--- config.mk ---
export PLATFORM = sky130hd
export DESIGN_NAME = double_hash_table_engine_core
export DESIGN_NICKNAME = d
export VERILOG_FILES = /design/src/hdl/dhte_pkg.sv /design/src/hdl/dhte_ram.sv /design/src/hdl/dhte_residue.sv /design/src/hdl/dhte_probe.sv /design/src/hdl/double_hash_table_engine_core.sv
export VERILOG_INCLUDE_DIRS = /design/src /design/src/hdl
export SDC_FILE = /design/constraint.sdc
export NUM_CORES = 2
export LEC_CHECK = 0
export ABC_AREA = 0
export BUFFER_PORTS_ARGS = -buffer_cell sky130_fd_sc_hd__buf_2
export CAP_MARGIN = 15
export CORE_MARGIN = 4
export CORE_UTILIZATION = 58
export CTS_CLUSTER_DIAMETER = 50
export DETAILED_ROUTE_END_ITERATION = 8
export PLACE_DENSITY = 0.77
export SLEW_MARGIN = 20
export SYNTH_ARGS = -nofsm -noshare
export SYNTH_HDL_FRONTEND = slang
export SYNTH_SLANG_ARGS = --single-unit
--- constraint.sdc ---
create_clock -name clk -period 5.8 [get_ports clk]
set_input_delay 0.29 -clock clk [delete_from_list [all_inputs] [get_ports clk]]
set_output_delay 0.29 -clock clk [all_outputs]
set_load 0.05 [all_outputs]
--- src/hdl/double_hash_table_engine_core_defines.svh ---
// Assertion macros shared by the hash table engine
`ifndef DOUBLE_HASH_TABLE_ENGINE_CORE_DEFINES_SVH
`define DOUBLE_HASH_TABLE_ENGINE_CORE_DEFINES_SVH

// same-cycle implication, sampled on clk, off during rst
`define DHTE_ASSERT_IMP(label, ante, cons) \
  label: assert property (@(posedge clk) disable iff (rst) (ante) |-> (cons)) \
    else $error("hash table engine check failed");

// next-cycle implication, sampled on clk, off during rst
`define DHTE_ASSERT_NEXT(label, ante, cons) \
  label: assert property (@(posedge clk) disable iff (rst) (ante) |=> (cons)) \
    else $error("hash table engine check failed");

`endif

--- src/hdl/dhte_pkg.sv ---
`timescale 1ns / 1ps
package dhte_pkg;

  localparam int KEY_W          = 31;
  localparam int STATUS_W       = 3;
  localparam int SLOT_W         = 4;
  localparam int OCC_W          = 4;
  localparam int S_TDATA_W      = 32;
  localparam int M_TDATA_W      = 16;
  localparam int TABLE_SIZE_DEF = 13;
  localparam int STEP_PRIME_DEF = 7;

  typedef enum logic {
    CMD_INSERT = 1'b0,
    CMD_SEARCH = 1'b1
  } cmd_t;

  typedef enum logic [STATUS_W-1:0] {
    STAT_INSERTED = 3'd0,
    STAT_FULL     = 3'd1,
    STAT_FOUND    = 3'd2,
    STAT_MISS     = 3'd3,
    STAT_EMPTY    = 3'd4
  } status_t;

  typedef enum logic [2:0] {
    ST_CLEAR,
    ST_IDLE,
    ST_HASH,
    ST_REDUCE,
    ST_PROBE,
    ST_DONE
  } state_t;

  typedef struct packed {
    cmd_t             command;
    logic [KEY_W-1:0] key;
  } request_t;

  typedef struct packed {
    status_t           status;
    logic [SLOT_W-1:0] slot;
    logic [OCC_W-1:0]  occupancy;
  } result_t;

endpackage

--- src/hdl/dhte_ram.sv ---
`timescale 1ns / 1ps
module dhte_ram #(
  parameter int WIDTH = 32,
  parameter int DEPTH = 16,
  localparam int AW = $clog2(DEPTH)
) (
  input  logic             clk,
  input  logic             we,
  input  logic [AW-1:0]    waddr,
  input  logic [WIDTH-1:0] wdata,
  input  logic             re,
  input  logic [AW-1:0]    raddr,
  output logic [WIDTH-1:0] rdata
);

  logic [WIDTH-1:0] mem [DEPTH];

  always_ff @(posedge clk) begin
    if (we) begin
      mem[waddr] <= wdata;
    end
    if (re) begin
      rdata <= mem[raddr];
    end
  end

endmodule

--- src/hdl/dhte_residue.sv ---
`timescale 1ns / 1ps
module dhte_residue #(
  parameter int TABLE_SIZE = 13,
  parameter int STEP_PRIME = 7,
  localparam int IDX_W = $clog2(TABLE_SIZE),
  localparam int SW = $clog2(STEP_PRIME + 1)
) (
  input  logic                      clk,
  input  logic                      rst,
  input  logic                      start,
  input  logic [dhte_pkg::KEY_W-1:0] key,
  output logic                      done,
  output logic [IDX_W-1:0]          home,
  output logic [SW-1:0]             rem_s
);

  import dhte_pkg::*;

  localparam int PROD_W = KEY_W + 32;
  localparam int LN     = $clog2(TABLE_SIZE);
  localparam int LS     = $clog2(STEP_PRIME);
  localparam logic [31:0] MN =
    32'(((64'd1 << (KEY_W + LN)) + 64'(TABLE_SIZE - 1)) / 64'(TABLE_SIZE));
  localparam logic [31:0] MS =
    32'(((64'd1 << (KEY_W + LS)) + 64'(STEP_PRIME - 1)) / 64'(STEP_PRIME));
  localparam logic [KEY_W-1:0] NK = KEY_W'(TABLE_SIZE);
  localparam logic [KEY_W-1:0] SK = KEY_W'(STEP_PRIME);

  logic [KEY_W-1:0]  kreg;
  logic [PROD_W-1:0] prod_n, prod_s;
  logic [KEY_W-1:0]  qn, qs, dn, ds;
  logic              mul_vld, rem_vld;
  logic [IDX_W-1:0]  rn;
  logic [SW-1:0]     rs;

  // quotient by reciprocal multiplication, exact for every key below 2**KEY_W
  assign qn = KEY_W'(prod_n >> (KEY_W + LN));
  assign qs = KEY_W'(prod_s >> (KEY_W + LS));
  assign dn = kreg - qn * NK;
  assign ds = kreg - qs * SK;

  always_ff @(posedge clk) begin
    if (rst) begin
      mul_vld <= 1'b0;
      rem_vld <= 1'b0;
      done    <= 1'b0;
    end else begin
      mul_vld <= start;
      rem_vld <= mul_vld;
      done    <= rem_vld;
    end
  end

  always_ff @(posedge clk) begin
    if (start) begin
      kreg <= key;
    end
    if (mul_vld) begin
      prod_n <= PROD_W'(kreg) * PROD_W'(MN);
      prod_s <= PROD_W'(kreg) * PROD_W'(MS);
    end
    if (rem_vld) begin
      rn <= dn[IDX_W-1:0];
      rs <= ds[SW-1:0];
    end
  end

  assign home  = rn;
  assign rem_s = rs;

endmodule

--- src/hdl/dhte_probe.sv ---
`timescale 1ns / 1ps
`include "double_hash_table_engine_core_defines.svh"
module dhte_probe #(
  parameter int TABLE_SIZE = 13,
  parameter int STEP_PRIME = 7
) (
  input  logic               clk,
  input  logic               rst,
  input  logic               req_valid,
  output logic               req_ready,
  input  dhte_pkg::request_t req,
  output logic               res_valid,
  input  logic               res_ready,
  output dhte_pkg::result_t  res
);

  import dhte_pkg::*;

  localparam int IDX_W = $clog2(TABLE_SIZE);
  localparam int SW    = $clog2(STEP_PRIME + 1);
  localparam int MW    = ((SW > IDX_W) ? SW : IDX_W) + 1;
  localparam int CNT_W = $clog2(TABLE_SIZE + 1);
  localparam int PN_W  = $clog2(TABLE_SIZE + 3);
  localparam int DW    = KEY_W + 1;

  state_t           state, state_next;
  cmd_t             cmd;
  logic [KEY_W-1:0] key;
  logic [MW-1:0]    stride;
  logic [IDX_W-1:0] pos, pos_adv;
  logic [IDX_W:0]   pos_sum;
  logic [PN_W-1:0]  icnt, limit_last;
  logic             issuing;
  logic             chk_vld, chk_last;
  logic [IDX_W-1:0] chk_addr;
  logic [CNT_W-1:0] count;
  logic [IDX_W-1:0] clr_addr;
  result_t          res_next;
  logic             res_load;

  logic             accept, full, empty, quick, hit, miss;
  logic             mod_start, mod_done;
  logic [IDX_W-1:0] home;
  logic [SW-1:0]    rem_s;

  logic             ram_we, ram_re;
  logic [IDX_W-1:0] ram_waddr, ram_raddr;
  logic [DW-1:0]    ram_wdata, ram_rdata;

  dhte_residue #(
    .TABLE_SIZE(TABLE_SIZE),
    .STEP_PRIME(STEP_PRIME)
  ) u_residue (
    .clk  (clk),
    .rst  (rst),
    .start(mod_start),
    .key  (req.key),
    .done (mod_done),
    .home (home),
    .rem_s(rem_s)
  );

  dhte_ram #(
    .WIDTH(DW),
    .DEPTH(TABLE_SIZE)
  ) u_slots (
    .clk  (clk),
    .we   (ram_we),
    .waddr(ram_waddr),
    .wdata(ram_wdata),
    .re   (ram_re),
    .raddr(ram_raddr),
    .rdata(ram_rdata)
  );

  assign req_ready = (state == ST_IDLE);
  assign res_valid = (state == ST_DONE);
  assign accept    = req_valid && req_ready;
  assign full      = (count == CNT_W'(TABLE_SIZE));
  assign empty     = (count == '0);
  assign quick     = (req.command == CMD_INSERT) ? full : empty;

  assign limit_last = (cmd == CMD_INSERT) ? PN_W'(TABLE_SIZE - 1) : PN_W'(TABLE_SIZE + 1);
  assign pos_sum    = {1'b0, pos} + {1'b0, stride[IDX_W-1:0]};
  assign pos_adv    = (pos_sum >= (IDX_W + 1)'(TABLE_SIZE)) ?
                      IDX_W'(pos_sum - (IDX_W + 1)'(TABLE_SIZE)) : pos_sum[IDX_W-1:0];

  assign hit  = chk_vld && ((cmd == CMD_INSERT) ? !ram_rdata[DW-1] :
                (ram_rdata[DW-1] && (ram_rdata[KEY_W-1:0] == key)));
  assign miss = chk_vld && chk_last && !hit;

  always_comb begin
    state_next = state;
    mod_start  = 1'b0;
    ram_we     = 1'b0;
    ram_waddr  = chk_addr;
    ram_wdata  = {1'b1, key};
    ram_re     = 1'b0;
    ram_raddr  = pos;
    res_load   = 1'b0;
    res_next   = res;
    unique case (state)
      ST_CLEAR: begin
        ram_we    = 1'b1;
        ram_waddr = clr_addr;
        ram_wdata = '0;
        if (clr_addr == IDX_W'(TABLE_SIZE - 1)) begin
          state_next = ST_IDLE;
        end
      end
      ST_IDLE: begin
        if (accept) begin
          if (quick) begin
            state_next         = ST_DONE;
            res_load           = 1'b1;
            res_next.status    = (req.command == CMD_INSERT) ? STAT_FULL : STAT_EMPTY;
            res_next.slot      = '0;
            res_next.occupancy = OCC_W'(count);
          end else begin
            mod_start  = 1'b1;
            state_next = ST_HASH;
          end
        end
      end
      ST_HASH: begin
        if (mod_done) begin
          state_next = ST_REDUCE;
        end
      end
      ST_REDUCE: begin
        if (stride < MW'(TABLE_SIZE)) begin
          state_next = ST_PROBE;
        end
      end
      ST_PROBE: begin
        ram_re = issuing;
        if (hit) begin
          state_next    = ST_DONE;
          res_load      = 1'b1;
          res_next.slot = SLOT_W'(chk_addr);
          if (cmd == CMD_INSERT) begin
            ram_we             = 1'b1;
            res_next.status    = STAT_INSERTED;
            res_next.occupancy = OCC_W'(count + CNT_W'(1));
          end else begin
            res_next.status    = STAT_FOUND;
            res_next.occupancy = OCC_W'(count);
          end
        end else if (miss) begin
          state_next         = ST_DONE;
          res_load           = 1'b1;
          res_next.status    = (cmd == CMD_INSERT) ? STAT_FULL : STAT_MISS;
          res_next.slot      = '0;
          res_next.occupancy = OCC_W'(count);
        end
      end
      ST_DONE: begin
        if (res_ready) begin
          state_next = ST_IDLE;
        end
      end
      default: begin
        state_next = ST_IDLE;
      end
    endcase
  end

  always_ff @(posedge clk) begin
    if (rst) begin
      state    <= ST_CLEAR;
      clr_addr <= '0;
      count    <= '0;
      chk_vld  <= 1'b0;
      issuing  <= 1'b0;
    end else begin
      state   <= state_next;
      chk_vld <= (state == ST_PROBE) && issuing;
      if (state == ST_CLEAR) begin
        clr_addr <= clr_addr + IDX_W'(1);
      end
      if (state == ST_PROBE && ram_we) begin
        count <= count + CNT_W'(1);
      end
      if (state == ST_REDUCE && state_next == ST_PROBE) begin
        issuing <= 1'b1;
      end else if (state == ST_PROBE && issuing && icnt == limit_last) begin
        issuing <= 1'b0;
      end
    end
  end

  always_ff @(posedge clk) begin
    if (accept) begin
      cmd <= req.command;
      key <= req.key;
    end
    if (state == ST_HASH && mod_done) begin
      stride <= MW'(STEP_PRIME) - MW'(rem_s);
    end
    if (state == ST_REDUCE) begin
      if (stride >= MW'(TABLE_SIZE)) begin
        stride <= stride - MW'(TABLE_SIZE);
      end else begin
        pos  <= home;
        icnt <= '0;
      end
    end
    if (state == ST_PROBE && issuing) begin
      pos      <= pos_adv;
      icnt     <= icnt + PN_W'(1);
      chk_addr <= pos;
      chk_last <= (icnt == limit_last);
    end
    if (res_load) begin
      res <= res_next;
    end
  end

  `DHTE_ASSERT_IMP(a_write_scope, ram_we,
      state == ST_CLEAR || (state == ST_PROBE && cmd == CMD_INSERT))
  `DHTE_ASSERT_NEXT(a_count_step, state == ST_PROBE && ram_we,
      count == $past(count) + CNT_W'(1))
  `DHTE_ASSERT_IMP(a_empty_count, state == ST_DONE && res.status == STAT_EMPTY,
      count == '0)

endmodule

--- src/hdl/double_hash_table_engine_core.sv ---
`timescale 1ns / 1ps
// Open-addressing hash table with double hashing over TABLE_SIZE slots: insert puts a key at
// key mod TABLE_SIZE and steps by STEP_PRIME - key mod STEP_PRIME until a free slot; search
// walks the same sequence for TABLE_SIZE+2 probes. After reset a clearing pass writes every
// slot invalid with s_axis_tready low. One item is in work at a time: an insert into a full
// table or a search of an empty one is answered from the occupancy count without probing; any
// other item passes the accept, the residue unit (key register, reciprocal multiply, remainder),
// stride reduction by repeated subtraction of TABLE_SIZE, one slot RAM read per probe with its
// registered read data, and the hand-off of the result to the output register. The next item
// is taken while a result still waits on m_axis_tready.
module double_hash_table_engine_core #(
  parameter int TABLE_SIZE = dhte_pkg::TABLE_SIZE_DEF,
  parameter int STEP_PRIME = dhte_pkg::STEP_PRIME_DEF
) (
  input  logic                           clk,
  input  logic                           rst,
  input  logic                           s_axis_tvalid,
  output logic                           s_axis_tready,
  input  logic [dhte_pkg::S_TDATA_W-1:0] s_axis_tdata,  // key[30:0], zero
  input  logic                           s_axis_tuser,  // command
  output logic                           m_axis_tvalid,
  input  logic                           m_axis_tready,
  output logic [dhte_pkg::M_TDATA_W-1:0] m_axis_tdata   // status, slot_index, occupancy, zero
);

  import dhte_pkg::*;

  request_t req;
  result_t  res;
  logic     res_valid;
  logic     res_ready;

  assign req.command = cmd_t'(s_axis_tuser);
  assign req.key     = s_axis_tdata[KEY_W-1:0];
  assign res_ready   = !m_axis_tvalid || m_axis_tready;

  dhte_probe #(
    .TABLE_SIZE(TABLE_SIZE),
    .STEP_PRIME(STEP_PRIME)
  ) u_probe (
    .clk      (clk),
    .rst      (rst),
    .req_valid(s_axis_tvalid),
    .req_ready(s_axis_tready),
    .req      (req),
    .res_valid(res_valid),
    .res_ready(res_ready),
    .res      (res)
  );

  always_ff @(posedge clk) begin
    if (rst) begin
      m_axis_tvalid <= 1'b0;
    end else if (res_ready) begin
      m_axis_tvalid <= res_valid;
    end
  end

  always_ff @(posedge clk) begin
    if (res_valid && res_ready) begin
      m_axis_tdata <= M_TDATA_W'({res.occupancy, res.slot, res.status});
    end
  end

endmodule

**Word level (Yosys, flattened, before mapping)**

Memories as Yosys holds them, arrays and structs flattened. A register that Yosys moved wholly into a read port is not among the register bits.
Cells that the tools add are included.

- $add $sub $neg: 9
- Multiply operators: 4
- Div/mod/pow operators: 0
- Magnitude comparators: 3
- Eq/ne operators: 14
- Shifts and indexed selects: 0
- Muxes and demuxes: 49
- Bitwise gates (word level): 0
- Reductions and logical operators: 22

Operators with widths:

| operator | number |
|---|---|
| $mul A31 B32 Y63 const B | 1 |
| $mul A31 B31 Y62 const B | 1 |
| $mux W11 | 4 |
| $mux W4 | 9 |
| $mux W32 | 1 |
| $eq A31 B31 Y1 | 1 |
| $mul A29 B3 Y3 const B | 1 |
| $mul A28 B4 Y4 const B | 1 |
| $mux W3 | 9 |
| $pmux W11 S2 | 1 |
| $pmux W3 S6 | 1 |
| $mux W1 | 16 |
| $mux W5 | 3 |
| $add A4 B1 Y4 const B | 3 |
| $logic_and A1 B1 Y1 | 11 |
| $ge A5 B4 Y1 const B | 2 |
| $eq A3 B3 Y1 const B | 3 |
| $eq A4 B4 Y1 const B | 2 |
| $eq A3 B2 Y1 const B | 2 |
| $mux W2 | 3 |
| $ne A2 B2 Y1 const B | 3 |
| $reduce_bool A2 Y1 | 3 |
| $add A4 B4 Y5 | 1 |
| $lt A5 B4 Y1 const B | 1 |
| 15 further kinds | 18 |

- Bits in registers: 252
- Latch bits: 0
- Memory bits (writable): 416
- Memory bits (read-only): 0
- Input bits: 37
- Output and inout bits: 18
- Word-level logic and storage cells: 127
- Memories kept: 1

Memories:

| name | words | width | rd ports | clocked after memory_dff | wr ports | line | text |
|---|---|---|---|---|---|---|---|
| u_probe.u_slots.mem | 13 | 32 | 1 | 1 | 1 | dhte_ram.sv:16 | `logic [WIDTH-1:0] mem [DEPTH];` |

**Logic depth before layout (Yosys ltp)**

- Word-level depth: 12
- Gate-level depth with buffers: 24
- Gate-level depth less buffers: 24

**Cells and area by module**

A second synthesis with hierarchy kept.

- Cell total of the unflattened synthesis: 2,796
- Area total of the unflattened synthesis: 39,102.5 um^2

By module, submodules not included:

| module | times used | cells each | area each (um^2) |
|---|---|---|---|
| dhte_residue | 1 | 1,742 | 18,087.3 |
| dhte_ram | 1 | 701 | 16,786.1 |
| dhte_probe | 1 | 331 | 3,802.4 |
| double_hash_table_engine_core | 1 | 22 | 426.7 |

**Worst setup path before layout**

Ideal clock, no wire load.

- Path type: reg-to-reg
- Start: reg u_probe.u_residue.kreg[13]
- End: reg u_probe.u_residue.prod_n[35] (data pin)
- Data arrival time: 6,226 ps
- Setup slack: -686 ps
- Cell stages (with the launch flop): 23
- Period minus slack after synthesis: 6,486 ps
- Cells stage by stage: edfxtp_1 inv_1 fa_1 inv_1 ha_1 inv_1 fa_1 inv_1 fa_1 fa_1 fa_1 fa_1 inv_1 fa_1 inv_1 ha_1 a21o_1 a21oi_1 nor2_1 a311o_1 a211o_1 a21oi_2 xnor2_1

- Cells in the longest elaborated chain, start to end: 1

Ends and longest elaborated chain:

| item | line | text |
|---|---|---|
| from (decl) | dhte_residue.sv:29 | `logic [KEY_W-1:0] kreg;` |
| from (signal assigned) | dhte_residue.sv:56 | `kreg <= key;` |
| $mul A31 B31 Y62 | dhte_residue.sv:59 | `prod_n <= PROD_W'(kreg) * PROD_W'(MN);` |
| to (signal assigned) | dhte_residue.sv:59 |  |
| to (decl) | dhte_residue.sv:30 | `logic [PROD_W-1:0] prod_n, prod_s;` |

Every way passes these cells.
A chain may end at the register's enable or synchronous reset.

**Worst setup path in the final report**

- Start: reg u_probe.u_residue.kreg[12]
- End: reg u_probe.u_residue.prod_n[35] (data pin)

The elaborated chain is that of the path after synthesis.

==> flow_summary.ini <==
[outcome]
status = complete, but fails checks
violations = setup timing

[die]
die_h_um = 267
start_util = 0.588
io_pins = 55
die_area_um2 = 71300
rows = 94
die_width_um = 267
core_area_um2 = 66100

[pwr]
irDropWorstVdd_uv = 332
switchingPower_w = 0.00184
p_leak_nw = 19.7
seqPwrFrac = 0.522
power_per_cell_area_nw_per_um2 = 196
p_int_w = 0.00710
power.total_w = 0.00894
swShare = 0.206
comb_power_share = 0.022
clkPwrFrac = 0.456

[critical_path]
setup.worst_path.end_class = flop
cp.required_ns = 6.18
startpoint_type = flop
worst_path_largest_cell_delay_ns = 0.60
crit_slowest_cell = fa_2
path_delay_family = adder cells
crit_chain = inv_2 > fa_1 > inv_2 > ha_4 > inv_2 > fa_1 > inv_2 > fa_1 > fa_2 > fa_2 > fa_1 > inv_2 > fa_1 > inv_2 > ha_4 > a21o_1 > a21oi_2 > nor2_1 > a311o_1 > a211o_1 > a21oi_2 > xnor2_1
crit_type = flop to flop
path_common_cell = inv_2
critPathArrivalTime_ns = 6.81
path_buf_inv = 6
path_max_fanout = 2

[timing]
fmax_mhz = 155
period_needed_ns = 6.43
hold_violations = 0
setup_slack_ns = -0.633
setup_tns_ns = -2.97
finalMaxSlewViolations = 0
whs_ns = 0.0410
finalSetupViolations = 7
relSlewSlack = 0.265
worst_slew_pin_slew_ns = 1.10
worst_clock_skew_ns = 0.0238
min_period_over_period = 1.11
rsz0062_at_grt = true

[yosys]
syn_area_um2 = 38900
syn_avg_cell_area_um2 = 14.1
seq_area_frac_synth = 0.444
ys_seq_elements = 582
ys.flop_type = edfxtp_1
synth_edf_count = 560
synthArstFlopShare = 0
yosysUniqueCellTypes = 63
synthCells = 2765
ys_warn_count = 0

[route]
route.vias.total = 23100
dr.pass1.iters = 7
route.detailed.drc = 0
finalWirelength_mm = 99.7
wl_per_cell_um = 24.4
vias_per_cell = 5.66
drt_iter0_drc = 1892
drtAntennaViolNets = 0

[clock_network]
clock_path_buffers = 3
cts_root_buf = clkbuf_16
cts_made_buffers = 58
insertion_delay_ns = 0.64
cts_sinks = 582
htree_num_levels = 2
cts_tree = built
clk_pin_slew_ns = 0.07

[place]
finalWeightedCongestion = 0.962
dp.cells = 3913
hpwl_mm = 70.6
dpl_cell_area_um2 = 42400
port_buffers = 48

[cells_and_area]
area.growth.synth_to_final_pct = 17.2
fillers = 4433
drive_gt1_frac = 0.223
final_cells = 4088
final_nets = 3991
final_area_um2 = 45600

[grt]
grt_max_degree = 99
grt_pass1_vias = 25300
antenna_found_initial = 9
grt_overflow_total = 0
grt_pass1_wl_mm = 152
grt_use_total = 0.288

[hold_path]
worstHoldPathType = input port to flop

[flow_run]
cap_viol_max_count = 0
[worst paths after layout]
check	from	to	slack, ns	depth (start not counted)
setup reg to reg	u_probe.u_residue.kreg[12]	u_probe.u_residue.prod_n[35]	-0.63	22
hold / removal	s_axis_tdata[14]	u_probe.key[14]	0.04	1
setup / recovery	u_probe.u_residue.kreg[12]	u_probe.u_residue.prod_n[35]	-0.63	22
hold reg to reg	u_probe.res[5]	m_axis_tdata[4]	0.42	0
[layer usage]
metal,vias to the layer above,GRT usage,share of wire
li1,10200,-,-
met1,11800,0.373,0.38
met2,919,0.499,0.51
met3,229,0.0322,0.059
met4,0,0.120,0.050
met5,-,0,0
[sequential cells by signal, indices dropped and copies added (netlist names), 3 cells and up]
signal and flops:
u_probe.key 31, u_probe.u_residue.prod_n 4, u_probe.stride 5, u_probe.u_residue.rem_s 3, u_probe.icnt 4, u_probe.state 3, u_probe.u_residue.home 4, m_axis_tdata 11
u_probe.pos 4, u_probe.res 11, u_probe.u_slots.mem 416, u_probe.chk_addr 4, u_probe.count 4, u_probe.u_residue.kreg 31, u_probe.clr_addr 4, u_probe.u_slots.rdata 32
u_probe.u_residue.prod_s 3
[per-stage QoR]
step	utilization	setup WS (ns)
after floorplan	-	-0.409
after global placement	0.641	-0.709
after detailed placement	0.641	-0.795
after CTS	0.680	-0.658
after global routing	0.689	-0.768
final	0.689	-0.633
[placed cells by master, fill, tap and decap left out, types with 25 or more instances in the layout]
cell type        n
edfxtp_1       560
nor2b_1         27
inv_2           36
dlygate4sd3_1   31
buf_4          293
inv_1          644
fa_1           365
ha_1           373
nor2_1          34
a21oi_1         41
xnor2_1         74
mux4_2         109
buf_2           48
nand2_1         42
xor2_1          27
clkbuf_16       59
a211oi_1        25
and2_1          37
[repair_timing]
item | CTS | global route
pin swaps | 16 | 86
buffers inserted | 10 | 19
hold buffers | 31 | 0
hold endpoints to repair | 57 | 0
resized for setup | 16 | 112
setup endpoints to repair | 7 | 7
gates cloned | 0 | 0
[synthesized netlist by cell type (all sizes together) (8+ instances only)]
cell / instances / area share
a31oi: 9 / 0.0014
nand2: 43 / 0.0041
xor2: 28 / 0.0063
a21oi: 57 / 0.0075
nor3: 10 / 0.0013
mux4: 109 / 0.063
xnor2: 75 / 0.017
o21ai: 34 / 0.0044
a21o: 20 / 0.0039
fa: 385 / 0.20
clkbuf: 24 / 0.0023
nor2: 47 / 0.0045
a211oi: 32 / 0.0063
dfxtp: 22 / 0.011
inv: 683 / 0.066
nand4: 13 / 0.0021
nand3: 15 / 0.0019
and2: 37 / 0.0060
ha: 402 / 0.13
buf: 27 / 0.0041
nor3b: 8 / 0.0015
mux2i: 20 / 0.0051
edfxtp: 560 / 0.43
nor2b: 28 / 0.0045
[power by group through the flow]
stage	combinational [W]	clock, W	sequential (W)
detailed placement	0.000175	0	0.00475
CTS	0.000194	0.00411	0.00467
finish	0.000195	0.00407	0.00467
global placement	0.000172	0	0.00475
floorplan	0.0000879	0	0.00475
global route	0.000203	0.00430	0.00467
[area by class of cell]
class,instances,area [um^2],area share
well taps,864,1080,0.0237
diodes,7,17.5,0.000384
clock inverters,39,563,0.0124
inverters,683,2570,0.0564
repair buffers,389,2980,0.0653
clock buffers,71,1550,0.0340
multi-input cells,1453,19600,0.429
flip-flops and latches,582,17300,0.379
[cells by family (layout without fill, tap and decap cells)]
group,Yosys count,count (layout),share of synthesized area
adders and majority gates,787,787,0.327
DFF,582,582,0.444
other,1,12,0.0000964
buffers and inverters,734,1182,0.0723
and+or+nand+nor,231,231,0.0312
AOI/OAI and AO/OA,198,198,0.0337
xor gates and xnor gates,103,103,0.0232
muxes,129,129,0.0683
[worst reg2reg max path, delay by kind of cell (launching register included)]
family / cells / cell delay, ns
adders and majority gates: 9 / 4.21
and+or+nand+nor: 1 / 0.05
AOI/OAI and AO/OA: 5 / 0.99
buffers and inverters: 6 / 0.33
DFF: 1 / 0.52
xor gates and xnor gates: 1 / 0.08
No activity file was read; power rests on OpenSTA's default activity.
